==> config.mk <==
export PLATFORM = sky130hd
export DESIGN_NAME = ghf_div
export DESIGN_NICKNAME = d
export VERILOG_FILES = /design/src/ghf_pkg.sv /design/src/ghf_div.sv
export VERILOG_INCLUDE_DIRS = /design/src /design/src/src
export SDC_FILE = /design/constraint.sdc
export NUM_CORES = 1
export LEC_CHECK = 0
export BUFFER_PORTS_ARGS = -buffer_cell sky130_fd_sc_hd__buf_2
export CAP_MARGIN = 20
export CORE_MARGIN = 8
export CORE_UTILIZATION = 40
export CTS_BUF_LIST = sky130_fd_sc_hd__clkbuf_8
export DETAILED_ROUTE_END_ITERATION = 6
export HOLD_SLACK_MARGIN = 0.03
export PLACE_DENSITY = 0.68
export SLEW_MARGIN = 20
export SYNTH_ARGS = -nofsm -noshare
export SYNTH_HDL_FRONTEND = slang
export SYNTH_SLANG_ARGS = --single-unit
==> constraint.sdc <==
create_clock -name i_clk -period 2.77 [get_ports i_clk]
set_input_delay 0.277 -clock i_clk [delete_from_list [all_inputs] [get_ports i_clk]]
set_output_delay 0.277 -clock i_clk [all_outputs]
set_load 0.05 [all_outputs]
==> src/gray_histogram_frequency_top_defines.svh <==
// Assertion macros shared by the gray histogram RTL.
// Expects i_clk and i_rst_n in the scope of every use.
`ifndef GRAY_HISTOGRAM_FREQUENCY_TOP_DEFINES_SVH
`define GRAY_HISTOGRAM_FREQUENCY_TOP_DEFINES_SVH

// Consequent must hold in the same cycle as the antecedent.
`define GHF_ASSERT_SAME(lbl, ante, cons, msg) \
    lbl: assert property (@(posedge i_clk) disable iff (!i_rst_n) (ante) |-> (cons)) \
        else $error(msg);

// Consequent must hold in the cycle after the antecedent.
`define GHF_ASSERT_NEXT(lbl, ante, cons, msg) \
    lbl: assert property (@(posedge i_clk) disable iff (!i_rst_n) (ante) |=> (cons)) \
        else $error(msg);

`endif

==> src/ghf_pkg.sv <==
// Shared constants and types for the gray histogram block.
// No dependencies; imported by the divider and the top level.
`timescale 1ns / 1ps

package ghf_pkg;

    // Default sizes
    localparam int BINS_DEF       = 256;
    localparam int COUNT_BITS_DEF = 20;

    // Operation codes carried in func
    localparam logic [1:0] FN_ADD   = 2'd0;
    localparam logic [1:0] FN_READ  = 2'd1;
    localparam logic [1:0] FN_CLEAR = 2'd2;

    // Frequency format: unsigned Q0.16 plus one integer bit for 1.0
    localparam int FRAC_W = 16;
    localparam int FREQ_W = FRAC_W + 1;
    localparam logic [FREQ_W-1:0] Q_ONE = FREQ_W'(65536);

    // Divider handshake
    typedef struct packed {
        logic start;
        logic take;
    } t_div_ctl;

    typedef struct packed {
        logic idle;
        logic done;
    } t_div_sts;

endpackage

==> src/ghf_div.sv <==
// Radix-2 restoring divider producing the rounded Q0.16 bin frequency.
// Depends on ghf_pkg and the assertion macro header.
`timescale 1ns / 1ps
`include "gray_histogram_frequency_top_defines.svh"

module ghf_div #(
    parameter int COUNT_BITS = ghf_pkg::COUNT_BITS_DEF
) (
    input  logic                          i_clk,
    input  logic                          i_rst_n,
    input  ghf_pkg::t_div_ctl             i_ctl,
    output ghf_pkg::t_div_sts             o_sts,
    input  logic [COUNT_BITS-1:0]         i_cnt,
    input  logic [COUNT_BITS-1:0]         i_total,
    output logic [COUNT_BITS-1:0]         o_cnt,
    output logic [COUNT_BITS-1:0]         o_total,
    output logic [ghf_pkg::FREQ_W-1:0]    o_freq
);
    import ghf_pkg::*;

    localparam int NUM_W  = COUNT_BITS + FREQ_W;
    localparam int STEP_W = $clog2(FREQ_W);

    typedef enum logic [2:0] {
        DV_IDLE = 3'b001,
        DV_RUN  = 3'b010,
        DV_DONE = 3'b100
    } t_dv_state;

    t_dv_state               r_state, n_state;
    logic [STEP_W-1:0]       r_step, n_step;
    logic [COUNT_BITS-1:0]   r_rem, n_rem;
    logic [FREQ_W-1:0]       r_nlo, n_nlo;
    logic [FREQ_W-1:0]       r_q, n_q;
    logic [COUNT_BITS-1:0]   r_den, n_den;
    logic [COUNT_BITS-1:0]   r_cnt, n_cnt;
    logic                    r_zero, n_zero;

    logic [NUM_W-1:0]        w_num;
    logic [COUNT_BITS:0]     w_trial;
    logic [COUNT_BITS:0]     w_diff;
    logic                    w_ge;

    // Dividend with half the divisor added for round-half-up
    assign w_num = {1'b0, i_cnt, FRAC_W'(0)} + NUM_W'(i_total >> 1);

    // One quotient bit per cycle
    assign w_trial = {r_rem, r_nlo[FREQ_W-1]};
    assign w_diff  = w_trial - {1'b0, r_den};
    assign w_ge    = (w_trial >= {1'b0, r_den});

    always_comb begin
        n_state = r_state;
        n_step  = r_step;
        n_rem   = r_rem;
        n_nlo   = r_nlo;
        n_q     = r_q;
        n_den   = r_den;
        n_cnt   = r_cnt;
        n_zero  = r_zero;
        unique case (r_state)
            DV_IDLE: begin
                if (i_ctl.start) begin
                    n_state = DV_RUN;
                    n_step  = STEP_W'(FREQ_W - 1);
                    n_rem   = w_num[NUM_W-1:FREQ_W];
                    n_nlo   = w_num[FREQ_W-1:0];
                    n_q     = '0;
                    n_den   = i_total;
                    n_cnt   = i_cnt;
                    n_zero  = (i_total == '0);
                end
            end
            DV_RUN: begin
                n_rem  = w_ge ? w_diff[COUNT_BITS-1:0] : w_trial[COUNT_BITS-1:0];
                n_nlo  = {r_nlo[FREQ_W-2:0], 1'b0};
                n_q    = {r_q[FREQ_W-2:0], w_ge};
                n_step = r_step - 1'b1;
                if (r_step == '0) begin
                    n_state = DV_DONE;
                end
            end
            DV_DONE: begin
                if (i_ctl.take) begin
                    n_state = DV_IDLE;
                end
            end
            default: n_state = DV_IDLE;
        endcase
    end

    // Control state
    always_ff @(posedge i_clk) begin
        if (!i_rst_n) begin
            r_state <= DV_IDLE;
        end else begin
            r_state <= n_state;
        end
    end

    // Datapath
    always_ff @(posedge i_clk) begin
        r_step <= n_step;
        r_rem  <= n_rem;
        r_nlo  <= n_nlo;
        r_q    <= n_q;
        r_den  <= n_den;
        r_cnt  <= n_cnt;
        r_zero <= n_zero;
    end

    // Zero for an empty histogram, limit to 1.0
    always_comb begin
        priority if (r_zero) begin
            o_freq = '0;
        end else if (r_q > Q_ONE) begin
            o_freq = Q_ONE;
        end else begin
            o_freq = r_q;
        end
    end

    assign o_sts.idle = (r_state == DV_IDLE);
    assign o_sts.done = (r_state == DV_DONE);
    assign o_cnt      = r_cnt;
    assign o_total    = r_den;

    `GHF_ASSERT_SAME(a_start_when_idle, i_ctl.start, r_state == DV_IDLE, "divider started while busy")
    `GHF_ASSERT_SAME(a_take_when_done, i_ctl.take, r_state == DV_DONE, "result taken before done")
    `GHF_ASSERT_NEXT(a_last_step, (r_state == DV_RUN) && (r_step == '0), r_state == DV_DONE, "divider overran its step count")
    `GHF_ASSERT_SAME(a_freq_limit, r_state == DV_DONE, o_freq <= Q_ONE, "frequency above one")

endmodule

# After elaboration in Yosys (flattened, before gate mapping)
# Index checks and enable logic that the tools add are counted.
[word_totals]
regBits = 103
inputBits = 44
out_inout_bits = 59
word_cells = 40
[op_classes]
addsub = 3
magnitude_cmp = 2
eq_ne = 6
mux = 15
reduce_logical = 6
[op_table]
columns = ["cell", "n"]
rows = [
  ["$mux W17", 4],
  ["$pmux W17 S2", 2],
  ["$mux W20", 2],
  ["$pmux W20 S2", 1],
  ["$add A36 B19 Y37", 1],
  ["$ge A21 B20 Y1", 1],
  ["$logic_not A20 Y1", 1],
  ["$sub A20 B20 Y20", 1],
  ["$gt A17 B17 Y1 const B", 1],
  ["$pmux W5 S2", 1],
  ["$mux W3", 3],
  ["$pmux W3 S3", 1],
  ["$ne A2 B2 Y1 const B", 3],
  ["$logic_not A5 Y1", 1],
  ["$mux W5", 1],
  ["$sub A5 B1 Y5 const B", 1],
  ["$reduce_and A2 Y1", 2],
  ["$eq A3 B1 Y1 const B", 1],
  ["$eq A3 B2 Y1 const B", 1],
  ["$eq A3 B3 Y1 const B", 1],
  ["$reduce_and A3 Y1", 1],
  ["$reduce_bool A2 Y1", 1],
]

# Depth between registers and ports, before layout
# Gate-level depths: netlist of the first run.
[logic_depth]
depth_word = 3
depth_mapped = 13
depth_no_buf = 11

# Worst setup path before layout of the first run
# Ideal clock, no wire load.
[synth_path]
path_kind = "register to register"
startpoint = "register r_den[0] (netlist: o_total[0])"
endpoint = "register r_rem[18], data pin"
setup_time_ns = 0.270
t_arrival_ns = 2.655
t_required_ns = 2.500
path_slack_ns = -0.155
stages_incl_launch_ff = 11
path_buffers = 0
period_less_slack_ns = 2.925
cell_sequence = "edfxtp_1 ha_1 inv_1 fa_1 a21oi_1 o2111ai_1 a2111oi_0 a22oi_1 xor2_1 mux2i_1 a21oi_1"
[synth_between]
elab_chain_len = 3
elab_cells_between_ends = 4
cone_classes = "add/sub (1); order compare (1); mux (2)"
[synth_rtl]
columns = ["element", "line", "source"]
rows = [
  ["start: declaration", "ghf_div.sv:35", "logic [COUNT_BITS-1:0] r_den, n_den;"],
  ["start signal: assignment", "ghf_div.sv:107", "r_den <= n_den;"],
  ["$sub A20 B20 Y20 or $ge A21 B20 Y1 (tied branches)", "ghf_div.sv:49, ghf_div.sv:50", ""],
  ["$mux W20 *", "ghf_div.sv:75", "n_rem = w_ge ? w_diff[COUNT_BITS-1:0] : w_trial[COUNT_BITS-1:0];"],
  ["$pmux W20 S2 *", "ghf_div.sv:61", "unique case (r_state)"],
  ["net n_rem[18]", "ghf_div.sv:32", "logic [COUNT_BITS-1:0] r_rem, n_rem;"],
  ["end signal: assignment", "ghf_div.sv:104", "r_rem <= n_rem;"],
  ["end: declaration", "ghf_div.sv:32", ""],
]
# Mark *: on every way through the listed nets, which the timed path passes. The rest lies on a longest branch.
# A chain may end at the register's enable or synchronous reset.

# Worst setup path after layout of the first run
[layout_path]
startpoint = "register r_rem[0]"
endpoint = "register r_rem[9], data pin"
[layout_between]
elab_chain_len = 3
elab_cells_between_ends = 4
cone_classes = "add/sub (1); order compare (1); mux (2)"
[layout_rtl]
columns = ["element", "line"]
rows = [
  ["$sub A20 B20 Y20 or $ge A21 B20 Y1 (tied branches)", "ghf_div.sv:49, ghf_div.sv:50"],
  ["$mux W20 *", "ghf_div.sv:75"],
  ["$pmux W20 S2 *", "ghf_div.sv:61"],
  ["net n_rem[9]", "ghf_div.sv:32"],
]
# Marks and branches as above.

==> results.md, run 1 <==
- CTS Buf Count: 9
- Worst-margin pin slew: 0.573 ns
- Shortest period the worst path allows: 2.60 ns
- Final period util: 94.0%
- Clock transition at the register clock pins on the worst setup and hold paths after CTS: 0.10 ns
- Buffer cell driving the clock tree root: clkbuf_8
- Clock skew after layout: 0.0121 ns
- Antenna-violating nets left: 0
- Parity-gate share of the synthesized area counting xor and xnor cells: 4.84%
- Effective utilization at floorplan: 40.5%
- Largest stage delay on the critical path: 0.45 ns
- Worst Slack Setup Final: 0.166 ns
- Highest net fanout along the worst path: 13
- Clock Sink Count: 103
- Worst hold path type: in2reg
- Average detailed-routed wire length per instance: 18.3 um
- Critical path data arrival time: 2.71 ns
- Level count of the clock H-tree: 3
- Critical path class: reg2reg
- Skew-Pair Late Insertion Delay: 0.38 ns
- Cell Area, Synth: 5790 um2
- Slowest cell on the critical path: edfxtp_1
- FF+latch count, synth: 103
- Number of synthesized flops with an enable pin: 100
- Post-synthesis adder-cell area fraction: 5.88%
- Number of warnings printed during yosys synthesis: 0
- Pleak: 2.81 nW
- Post-detailed-route via-to-cell ratio: 5.35
- Sequential share of the synthesized area: 52.9%
- Post-Syn Nets: 615
- Peak clock frequency supported by timing: 384 MHz
- Number of placement rows: 44
- Number of buffers inserted by hold repair at cts: 0
- GRT overflow: 0
- Drt initial violations: 269
- Post-synthesis share of cell area spent on and, or, nand and nor gates: 19.9%
- Total power: 4.06 mW
- Ratio of total power to cell area: 595 nW/um2
- Multiplexer share of the synthesized area: 2.42%
- Post-DP HPWL: 11.7 mm
- Ordered list of cells on the worst path: ha_1 -> nor2b_1 -> o211ai_1 -> a31o_2 -> a21oi_4 -> a21o_1 -> buf_12 -> mux2i_1 -> o21ai_1
- Largest family of logic cells by synthesized area: simple AND/OR/NAND/NOR gates
- Result of the run: completed
- Cell area after layout: 6820 um2
- Horizontal die dimension: 136 um
- Total cell area at the placement stage: 6570 um2
- Pin count of the biggest net entering global routing: 61
- Number of antenna violations at the first check in global routing: 0
- Post-place setup slack: 0.0943 ns
- Number of gates resized after cts: 0
- Worst path required time: 2.88 ns
- GRT Util Overall: 16.7%
- DRC Markers: 0
- Die Ht: 136 um
- Total count of max-transition violations in the final report: 0
- Most used flip-flop cell after synthesis: edfxtp_1
- Most used cells in the layout excluding fill and tap cells: 102 x buf_2, 100 x edfxtp_1, 83 x nand2_1
- Async SR Flop Fraction: 0%
- Buffers on Ports: 102
- Vias in the first global route: 4617
- IR Drop Worst-Case VDD: 0.000264 V
- Inserted Diodes: 0
- RD Place Congestion: 0.905
- Maxcap violations: 0
- Full die area: 18600 um2
- Number of hold-slack violations in the final timing report: 0
- Filler cell count in the final layout: 1374
- Fraction of layout cells with a size suffix above 1: 23.5%
- Count of boundary I/O pins: 103
- Total setup violations reported at the end of the flow: 0
- Wire length of the first global-routing pass: 24.5 mm
- Most frequent standard cell in the layout excluding fill and tap cells: buf_2
- Count of vias placed by the detailed router: 4491
- Area Overhead vs Synth: 17.8%
- Fraction of the mapped netlist area in compound gates: 9.83%
- Synth Area per Inst: 10.6 um2
- Drt pass-1 iters: 4
- Worst setup EP type: flip-flop
- Rel. slew slack: 61.8%
- Startpoint types: flip-flop
- Clock tree from TritonCTS: done
- Library cells used by synthesis: 59
- Floorplan core area: 14300 um2
- Post-Synthesis Cells: 545
- Count of nets after finishing: 720
- Worst-case clock buffer depth: 2
- Number of setup buffers added after CTS: 0
- Aggregate routed wire length: 15.3 mm
- Setup_tns: 0 ns
-- synthesized netlist by cell type, drive strengths merged, types with 3 or more instances --
cell type    n  area, um2
a211oi       5       42.5
a21oi       34        178
a22oi        3       22.5
and2        36        225
and3         5       36.3
and4         3       28.8
and4b        3       30.0
buf         11       83.8
clkbuf      13       52.6
dfxtp        3       60.1
edfxtp     100       3000
ha          24        300
inv         30        113
mux2i       14        140
nand2       84        315
nand2b       4       25.0
nand3       14       70.1
nand4        9       56.3
nor2        26       97.6
nor2b        6       37.5
nor3         7       35.0
nor3b        5       37.5
nor4        12       75.1
o21a         4       30.0
o21ai       24        124
o22ai        4       25.0
xnor2       18        158
xor2        14        123
-- cells by family (layout without fill, tap and decap cells) --
family / Yosys count / in the layout
and+or+nand+nor: 224 / 224
AOI/OAI and AO/OA: 92 / 92
buffers and inverters: 54 / 164
muxes: 14 / 14
DFF: 103 / 103
xor gates and xnor gates: 32 / 32
adders and majority gates: 26 / 26
-- final timing paths --
kind / start / end / slack [ns] / cells past startpoint
setup / recovery: r_rem[0] / r_rem[9] / 0.17 / 9
setup reg to reg: r_rem[0] / r_rem[9] / 0.17 / 9
hold reg to reg: r_nlo[9] / r_nlo[10] / 0.52 / 2
hold / removal: i_total[0] / o_total[0] / 0.09 / 1
-- critical path, delay by kind of cell (launching register included) --
family / cells / cell delay [ns]
AO/OA/AOI/OAI: 5 / 0.98
adder cells (fa/ha/maj): 1 / 0.31
buffers and inverters: 1 / 0.17
flip-flops: 1 / 0.45
multiplexers: 1 / 0.23
AND/OR/NAND/NOR: 1 / 0.18
-- report_power, final --
part / total (mW) / internal (mW) / leakage [nW] / switching, mW
Sequential: 1.92 / 1.86 / 0.985 / 0.0622
Combinational: 1.08 / 0.373 / 1.72 / 0.708
Clock: 1.06 / 0.511 / 0.108 / 0.549
-- per-layer routing --
layer / GRT usage, % / wire length [um]
met1: 20.8 / 6590
met2: 28.3 / 7800
met3: 2.73 / 612
met4: 6.71 / 339
met5: 0 / 0
-- per-stage QoR --
| stage | utilization [%] | hold WS, ns | instances |
|---|---|---|---|
| 2_1_floorplan | - | 0.353 | 545 |
| 3_3_place_gp | 45.9 | 0.471 | 823 |
| 3_5_place_dp | 45.9 | 0.482 | 823 |
| 4_1_cts | 47.4 | 0.0842 | 839 |
| 5_1_grt | 47.6 | 0.0815 | 839 |
| 6_report | 47.6 | 0.0937 | 839 |
-- final cells by class --
cell class	instances	area (um2)	share of cell area, %
sequential	103	3060	44.9
multi-input combinational	388	2540	37.3
timing repair buffer	118	656	9.61
tap	184	230	3.38
clock buffer	9	124	1.82
inverter	30	113	1.65
clock inverter	7	93.8	1.38
-- registers in the layout, summed over array words and instances, names as in the netlist --
signal and cells:
r_state 3, r_zero 1, r_q 17, r_step 5
o_cnt 20, r_nlo 17, r_rem 20, o_total 20
No activity file was read; power rests on OpenSTA's default activity.
==> inputs of run 2 (changes only) <==
--- a/config.mk
+++ b/config.mk
@@ -9,11 +9,11 @@
 export BUFFER_PORTS_ARGS = -buffer_cell sky130_fd_sc_hd__buf_2
 export CAP_MARGIN = 20
 export CORE_MARGIN = 8
-export CORE_UTILIZATION = 40
+export CORE_UTILIZATION = 45
 export CTS_BUF_LIST = sky130_fd_sc_hd__clkbuf_8
 export DETAILED_ROUTE_END_ITERATION = 6
 export HOLD_SLACK_MARGIN = 0.03
-export PLACE_DENSITY = 0.68
+export PLACE_DENSITY = 0.74
 export SLEW_MARGIN = 20
 export SYNTH_ARGS = -nofsm -noshare
 export SYNTH_HDL_FRONTEND = slang
==> results.md, run 2 (synthesized netlist as in run 1, its figures left out) <==
- Maxcap violations: 0 (unchanged)
- Effective utilization at floorplan: 45.9% (was 40.5%)
- Final cell count without fillers: 826 (was 839)
- Number of placement rows: 41 (was 44)
- Highest net fanout along the worst path: 8 (was 13)
- Clock transition at the register clock pins on the worst setup and hold paths after CTS: 0.10 ns (about the same)
- Inst Count DP: 810 (was 823)
- GRT overflow: 0 (unchanged)
- Post-place setup slack: 0.0776 ns (was 0.0943 ns)
- Die Ht: 129 um (was 136 um)
- Wire length of the first global-routing pass: 24.1 mm (was 24.5 mm)
- Worst-case clock buffer depth: 2 (unchanged)
- Buffers on Ports: 102 (unchanged)
- Count of nets after finishing: 719 (was 720)
- Level count of the clock H-tree: 3 (unchanged)
- Horizontal die dimension: 129 um (was 136 um)
- Vias in the first global route: 4688 (was 4617)
- RSZ-0062 raised after global routing: yes
- GRT Util Overall: 18.5% (was 16.7%)
- Most used cells in the layout excluding fill and tap cells: 102 x buf_2, 100 x edfxtp_1, 83 x nand2_1 (unchanged)
- Floorplan core area: 12600 um2 (was 14300 um2)
- Final period util: 95.5% (was 94.0%)
- Critical path data arrival time: 2.77 ns (was 2.71 ns)
- Number of buffers inserted by hold repair at cts: 0 (unchanged)
- Pleak: 2.79 nW (was 2.81 nW)
- Worst setup EP type: flip-flop (unchanged)
- Buffer cell driving the clock tree root: clkbuf_8 (unchanged)
- IR Drop Worst-Case VDD: 0.000250 V (was 0.000264 V)
- Average detailed-routed wire length per instance: 18.6 um (was 18.3 um)
- Post-detailed-route via-to-cell ratio: 5.54 (was 5.35)
- Number of antenna violations at the first check in global routing: 1 (was 0)
- Worst Slack Setup Final: 0.124 ns (was 0.166 ns)
- Number of hold-slack violations in the final timing report: 0 (unchanged)
- Antenna-violating nets left: 0 (unchanged)
- Full die area: 16800 um2 (was 18600 um2)
- Startpoint types: flip-flop (unchanged)
- Most frequent standard cell in the layout excluding fill and tap cells: buf_2 (unchanged)
- Clock tree from TritonCTS: done (unchanged)
- DRC Markers: 0 (unchanged)
- Clock Sink Count: 103 (unchanged)
- Finished Core Util: 53.3% (was 47.6%)
- Shortest period the worst path allows: 2.65 ns (was 2.60 ns)
- Total count of max-transition violations in the final report: 0 (unchanged)
- Fraction of layout cells with a size suffix above 1: 22.8% (was 23.5%)
- Peak clock frequency supported by timing: 378 MHz (was 384 MHz)
- Aggregate routed wire length: 15.4 mm (was 15.3 mm)
- Hold Startpoint: i_total[0] (unchanged)
- Worst path required time: 2.89 ns (was 2.88 ns)
- Inserted Diodes: 0 (unchanged)
- Drt pass-1 iters: 4 (unchanged)
- Ratio of total power to cell area: 584 nW/um2 (was 595 nW/um2)
- Critical register-to-register path startpoint: r_rem[7] (was r_rem[0])
- Final worst hold slack: 0.0923 ns (was 0.0937 ns)
- Worst hold path type: in2reg (unchanged)
- Drt initial violations: 326 (was 269)
- Rel. slew slack: 64.2% (was 61.8%)
- Worst-margin pin slew: 0.537 ns (was 0.573 ns)
- Count of boundary I/O pins: 103 (unchanged)
- Pin count of the biggest net entering global routing: 50 (was 61)
- Total setup violations reported at the end of the flow: 0 (unchanged)
- CTS Buf Count: 9 (unchanged)
- Clock skew after layout: 0.0173 ns (was 0.0121 ns)
- RD Place Congestion: 0.857 (was 0.905)
- Skew-Pair Late Insertion Delay: 0.37 ns (was 0.38 ns)
- Area Overhead vs Synth: 16.1% (was 17.8%)
- Total power: 3.93 mW (was 4.06 mW)
- Post-DP HPWL: 11.7 mm (about the same)
- Critical path startpoint: r_rem[7] (was r_rem[0])
- Count of vias placed by the detailed router: 4579 (was 4491)
- Result of the run: completed (unchanged)
- Critical path class: reg2reg (unchanged)
[run 2: power by group]
group | leakage (nW) | internal [mW] | switching, mW | total, mW
logic | 1.71 | 0.357 | 0.706 | 1.06
clock network | 0.104 | 0.413 | 0.529 | 0.942
registers | 0.985 | 1.86 | 0.0626 | 1.92
total | 2.79 | 2.63 | 1.30 | 3.93
[run 2: cell type report]
class | instances | area [um2]
clock inverters | 7 | 63.8
clock buffers | 9 | 124
repair buffers | 117 | 623
flip-flops and latches | 103 | 3060
well taps | 172 | 215
fillers | 1161 | 5890
inverters | 30 | 113
multi-input cells | 388 | 2520
[run 2: timing repair]
action / in CTS / in global routing
gates resized for setup: 0 / 5
buffers inserted: 0 / 0
setup endpoints to repair: 0 / 6
[run 2: final timing paths]
check / end / slack [ns] / depth (start not counted)
worst min register to register: r_nlo[13] / 0.52 / 2
worst min-delay path: o_total[0] / 0.09 / 1
worst max register to register: r_rem[1] / 0.12 / 8
worst max-delay path: r_rem[1] / 0.12 / 8
[run 2: stage by stage]
| step | area, um2 | setup TNS (ns) |
|---|---|---|
| after floorplan | 5810 | 0 |
| after global placement | 6520 | 0 |
| after detailed placement | 6520 | 0 |
| after CTS | 6710 | 0 |
| after global routing | 6730 | -0.0128 |
| final | 6730 | 0 |
[run 2: routing by layer]
metal | global-route usage (%) | vias up | wire length (um)
li1 | - | 2174 | -
met5 | 0 | - | 10
met2 | 30.8 | 133 | 7620
met4 | 9.29 | 2 | 466
met3 | 4.03 | 37 | 809
met1 | 22.2 | 2233 | 6440
[run 2: worst max-delay path, cell delays in order (launching register included)]
cell,delay [ns]
edfxtp_1,0.43
ha_1,0.39
and3_1,0.29
and3_4,0.22
a211oi_2,0.20
o21ai_2,0.10
a21oi_2,0.42
mux2i_1,0.27
o21ai_0,0.09
==> inputs of run 3 (changes only) <==
--- a/config.mk
+++ b/config.mk
@@ -8,6 +8,7 @@
 export LEC_CHECK = 0
 export BUFFER_PORTS_ARGS = -buffer_cell sky130_fd_sc_hd__buf_2
 export CAP_MARGIN = 20
+export CORE_ASPECT_RATIO = 1.4
 export CORE_MARGIN = 8
 export CORE_UTILIZATION = 45
 export CTS_BUF_LIST = sky130_fd_sc_hd__clkbuf_8
==> results.md, run 3 (synthesized netlist as in run 1, its figures left out) <==
- GRT overflow: 0 (unchanged)
- Count of nets after finishing: 737 (was 719)
- Drt pass-1 iters: 4 (unchanged)
- Slowest cell on the critical path: edfxtp_1 (unchanged)
- Inserted Diodes: 0 (unchanged)
- Clock transition at the register clock pins on the worst setup and hold paths after CTS: 0.10 ns (about the same)
- Most frequent standard cell in the layout excluding fill and tap cells: buf_2 (unchanged)
- Post-DP HPWL: 12.1 mm (was 11.7 mm)
- GRT Util Overall: 18.8% (was 18.5%)
- IR Drop Worst-Case VDD: 0.000369 V (was 0.000250 V)
- Filler cell count in the final layout: 1135 (was 1161)
- Worst-case clock buffer depth: 2 (unchanged)
- Ordered list of cells on the worst path: ha_1 -> and4_4 -> and3_4 -> a211oi_2 -> o21ai_2 -> a21oi_2 -> buf_4 -> mux2i_1 -> o21ai_0 (was ha_1 -> and3_1 -> and3_4 -> a211oi_2 -> o21ai_2 -> a21oi_2 -> mux2i_1 -> o21ai_0)
- RD Place Congestion: 0.963 (was 0.857)
- CP top delay family: compound AO/OA/AOI/OAI gates (unchanged)
- Critical path class: reg2reg (unchanged)
- Buffers on Ports: 102 (unchanged)
- Worst setup EP type: flip-flop (unchanged)
- Setup_tns: 0 ns (unchanged)
- Internal power: 2.70 mW (was 2.63 mW)
- Number of antenna violations at the first check in global routing: 1 (unchanged)
- RSZ-0062 raised after global routing: yes (unchanged)
- Combinational power share: 28.2% (was 27.1%)
- Die Ht: 150 um (was 129 um)
- Multi-input logic area: 2530 um2 (was 2520 um2)
- Area Overhead vs Synth: 18.9% (was 16.1%)
- Total power: 4.04 mW (was 3.93 mW)
- Worst hold path type: in2reg (unchanged)
- Post-detailed-route via-to-cell ratio: 5.64 (was 5.54)
- Finished Core Util: 54.2% (was 53.3%)
- Full die area: 16800 um2 (about the same)
- Shortest period the worst path allows: 2.73 ns (was 2.65 ns)
- Pleak: 2.89 nW (was 2.79 nW)
- Aggregate routed wire length: 15.6 mm (was 15.4 mm)
- Rel. slew slack: 52.1% (was 64.2%)
- Horizontal die dimension: 112 um (was 129 um)
- Effective utilization at floorplan: 45.6% (was 45.9%)
- Skew-Pair Late Insertion Delay: 0.37 ns (about the same)
- Floorplan core area: 12700 um2 (was 12600 um2)
- Pin count of the biggest net entering global routing: 44 (was 50)
- Sequential cell area: 3060 um2 (unchanged)
- Ratio of total power to cell area: 588 nW/um2 (was 584 nW/um2)
- Antenna-violating nets left: 0 (unchanged)
- Vias in the first global route: 4804 (was 4688)
- Final period util: 98.5% (was 95.5%)
- Clock tree from TritonCTS: done (unchanged)
- Number of buffers inserted by hold repair at cts: 0 (unchanged)
- Worst path required time: 2.87 ns (was 2.89 ns)
- Peak clock frequency supported by timing: 366 MHz (was 378 MHz)
- Maxcap violations: 0 (unchanged)
- Largest stage delay on the critical path: 0.44 ns (was 0.43 ns)
- Highest net fanout along the worst path: 11 (was 8)
- Drt initial violations: 282 (was 326)
- Result of the run: completed (unchanged)
- Sw power: 1.35 mW (was 1.30 mW)
- Post-place setup slack: -0.0471 ns (was 0.0776 ns)
- Critical path data arrival time: 2.83 ns (was 2.77 ns)
- Share of total power in sequential cells: 47.4% (was 48.9%)
- Fraction of layout cells with a size suffix above 1: 25.3% (was 22.8%)
- Clock skew after layout: 0.00814 ns (was 0.0173 ns)
- Most used cells in the layout excluding fill and tap cells: 102 x buf_2, 100 x edfxtp_1, 83 x nand2_1 (unchanged)
- Clock network fraction of design power: 24.4% (was 24.0%)
- Startpoint types: flip-flop (unchanged)
- DRC Markers: 0 (unchanged)
- Net switching fraction of the power: 33.3% (was 33.0%)
- Average detailed-routed wire length per instance: 19.0 um (was 18.6 um)
- Wire length of the first global-routing pass: 24.8 mm (was 24.1 mm)
- Count of buffering cells on the critical path with inverters included: 1 (was 0)
- CTS Buf Count: 9 (unchanged)
- Number of placement rows: 49 (was 41)
- Count of vias placed by the detailed router: 4657 (was 4579)
- Clock Sink Count: 103 (unchanged)
- Count of boundary I/O pins: 103 (unchanged)
- Total setup violations reported at the end of the flow: 0 (unchanged)
- Total count of max-transition violations in the final report: 0 (unchanged)
- Worst Slack Setup Final: 0.0408 ns (was 0.124 ns)
- Worst-margin pin slew: 0.719 ns (was 0.537 ns)
- Buffer cell driving the clock tree root: clkbuf_8 (unchanged)
- Level count of the clock H-tree: 3 (unchanged)
- Number of hold-slack violations in the final timing report: 0 (unchanged)
## run 3: changes by cell type in the layout (fill, tap and decap cells not counted), sizes merged
| cell | delta |
|---|---|
| buf | +18 |
| clkinvlp | +2 |
| clkinv | -1 |
| inv | -1 |
## run 3: layout make-up
| class | count | area share (%) |
|---|---|---|
| flip-flops and latches | 103 | 44.5 |
| multi-input cells | 388 | 36.7 |
| repair buffers | 135 | 11.4 |
| well taps | 153 | 2.78 |
| clock buffers | 9 | 1.80 |
| inverters | 30 | 1.64 |
| clock inverters | 7 | 1.18 |
## run 3: metal layers
metal,GRT usage (%),up-vias,wire length [um],share of wire [%]
met4,11.3,2,761,4.9
met1,20.4,2258,6060,39
met5,0,-,13,0.083
li1,-,2208,-,-
met3,3.77,49,719,4.6
met2,33.4,140,8090,52
## run 3: final timing paths
path / cells past startpoint / endpoint / slack, ns / start
max: 9 / r_rem[1] / 0.04 / r_rem[10]
max reg2reg: 9 / r_rem[1] / 0.04 / r_rem[10]
min reg2reg: 2 / r_nlo[6] / 0.52 / r_nlo[5]
min: 1 / o_total[0] / 0.1 / i_total[0]
## run 3: power by group through the flow
stage,Combinational (mW),Sequential [mW],Clock [mW]
floorplan,0.627,2.08,0
global placement,1.10,1.95,0
detailed placement,1.11,1.95,0
CTS,1.12,1.92,1.01
global route,1.23,1.93,1.06
finish,1.14,1.92,0.986
## run 3: timing repair
action | 4_1_cts | 5_1_grt
pin swaps | 0 | 1
resized for setup | 1 | 4
endpoints found under the setup margin | 1 | 25
buffers inserted | 0 | 1
## run 3: worst reg2reg max path: cells and delay by family (launching register included)
kind	cells	cell delay, ns
buf+inv	1	0.23
compound gates	4	0.72
fa+ha+maj	1	0.42
mux	1	0.20
flops	1	0.44
simple gates	2	0.45
## run 3: through the flow
stage / hold slack (ns) / cells / cell area [um2]
6_report: 0.0953 / 825 / 6880
5_1_grt: 0.0853 / 825 / 6880
4_1_cts: 0.0799 / 824 / 6860
3_5_place_dp: 0.471 / 808 / 6650
3_3_place_gp: 0.473 / 808 / 6650
2_1_floorplan: 0.353 / 545 / 5810
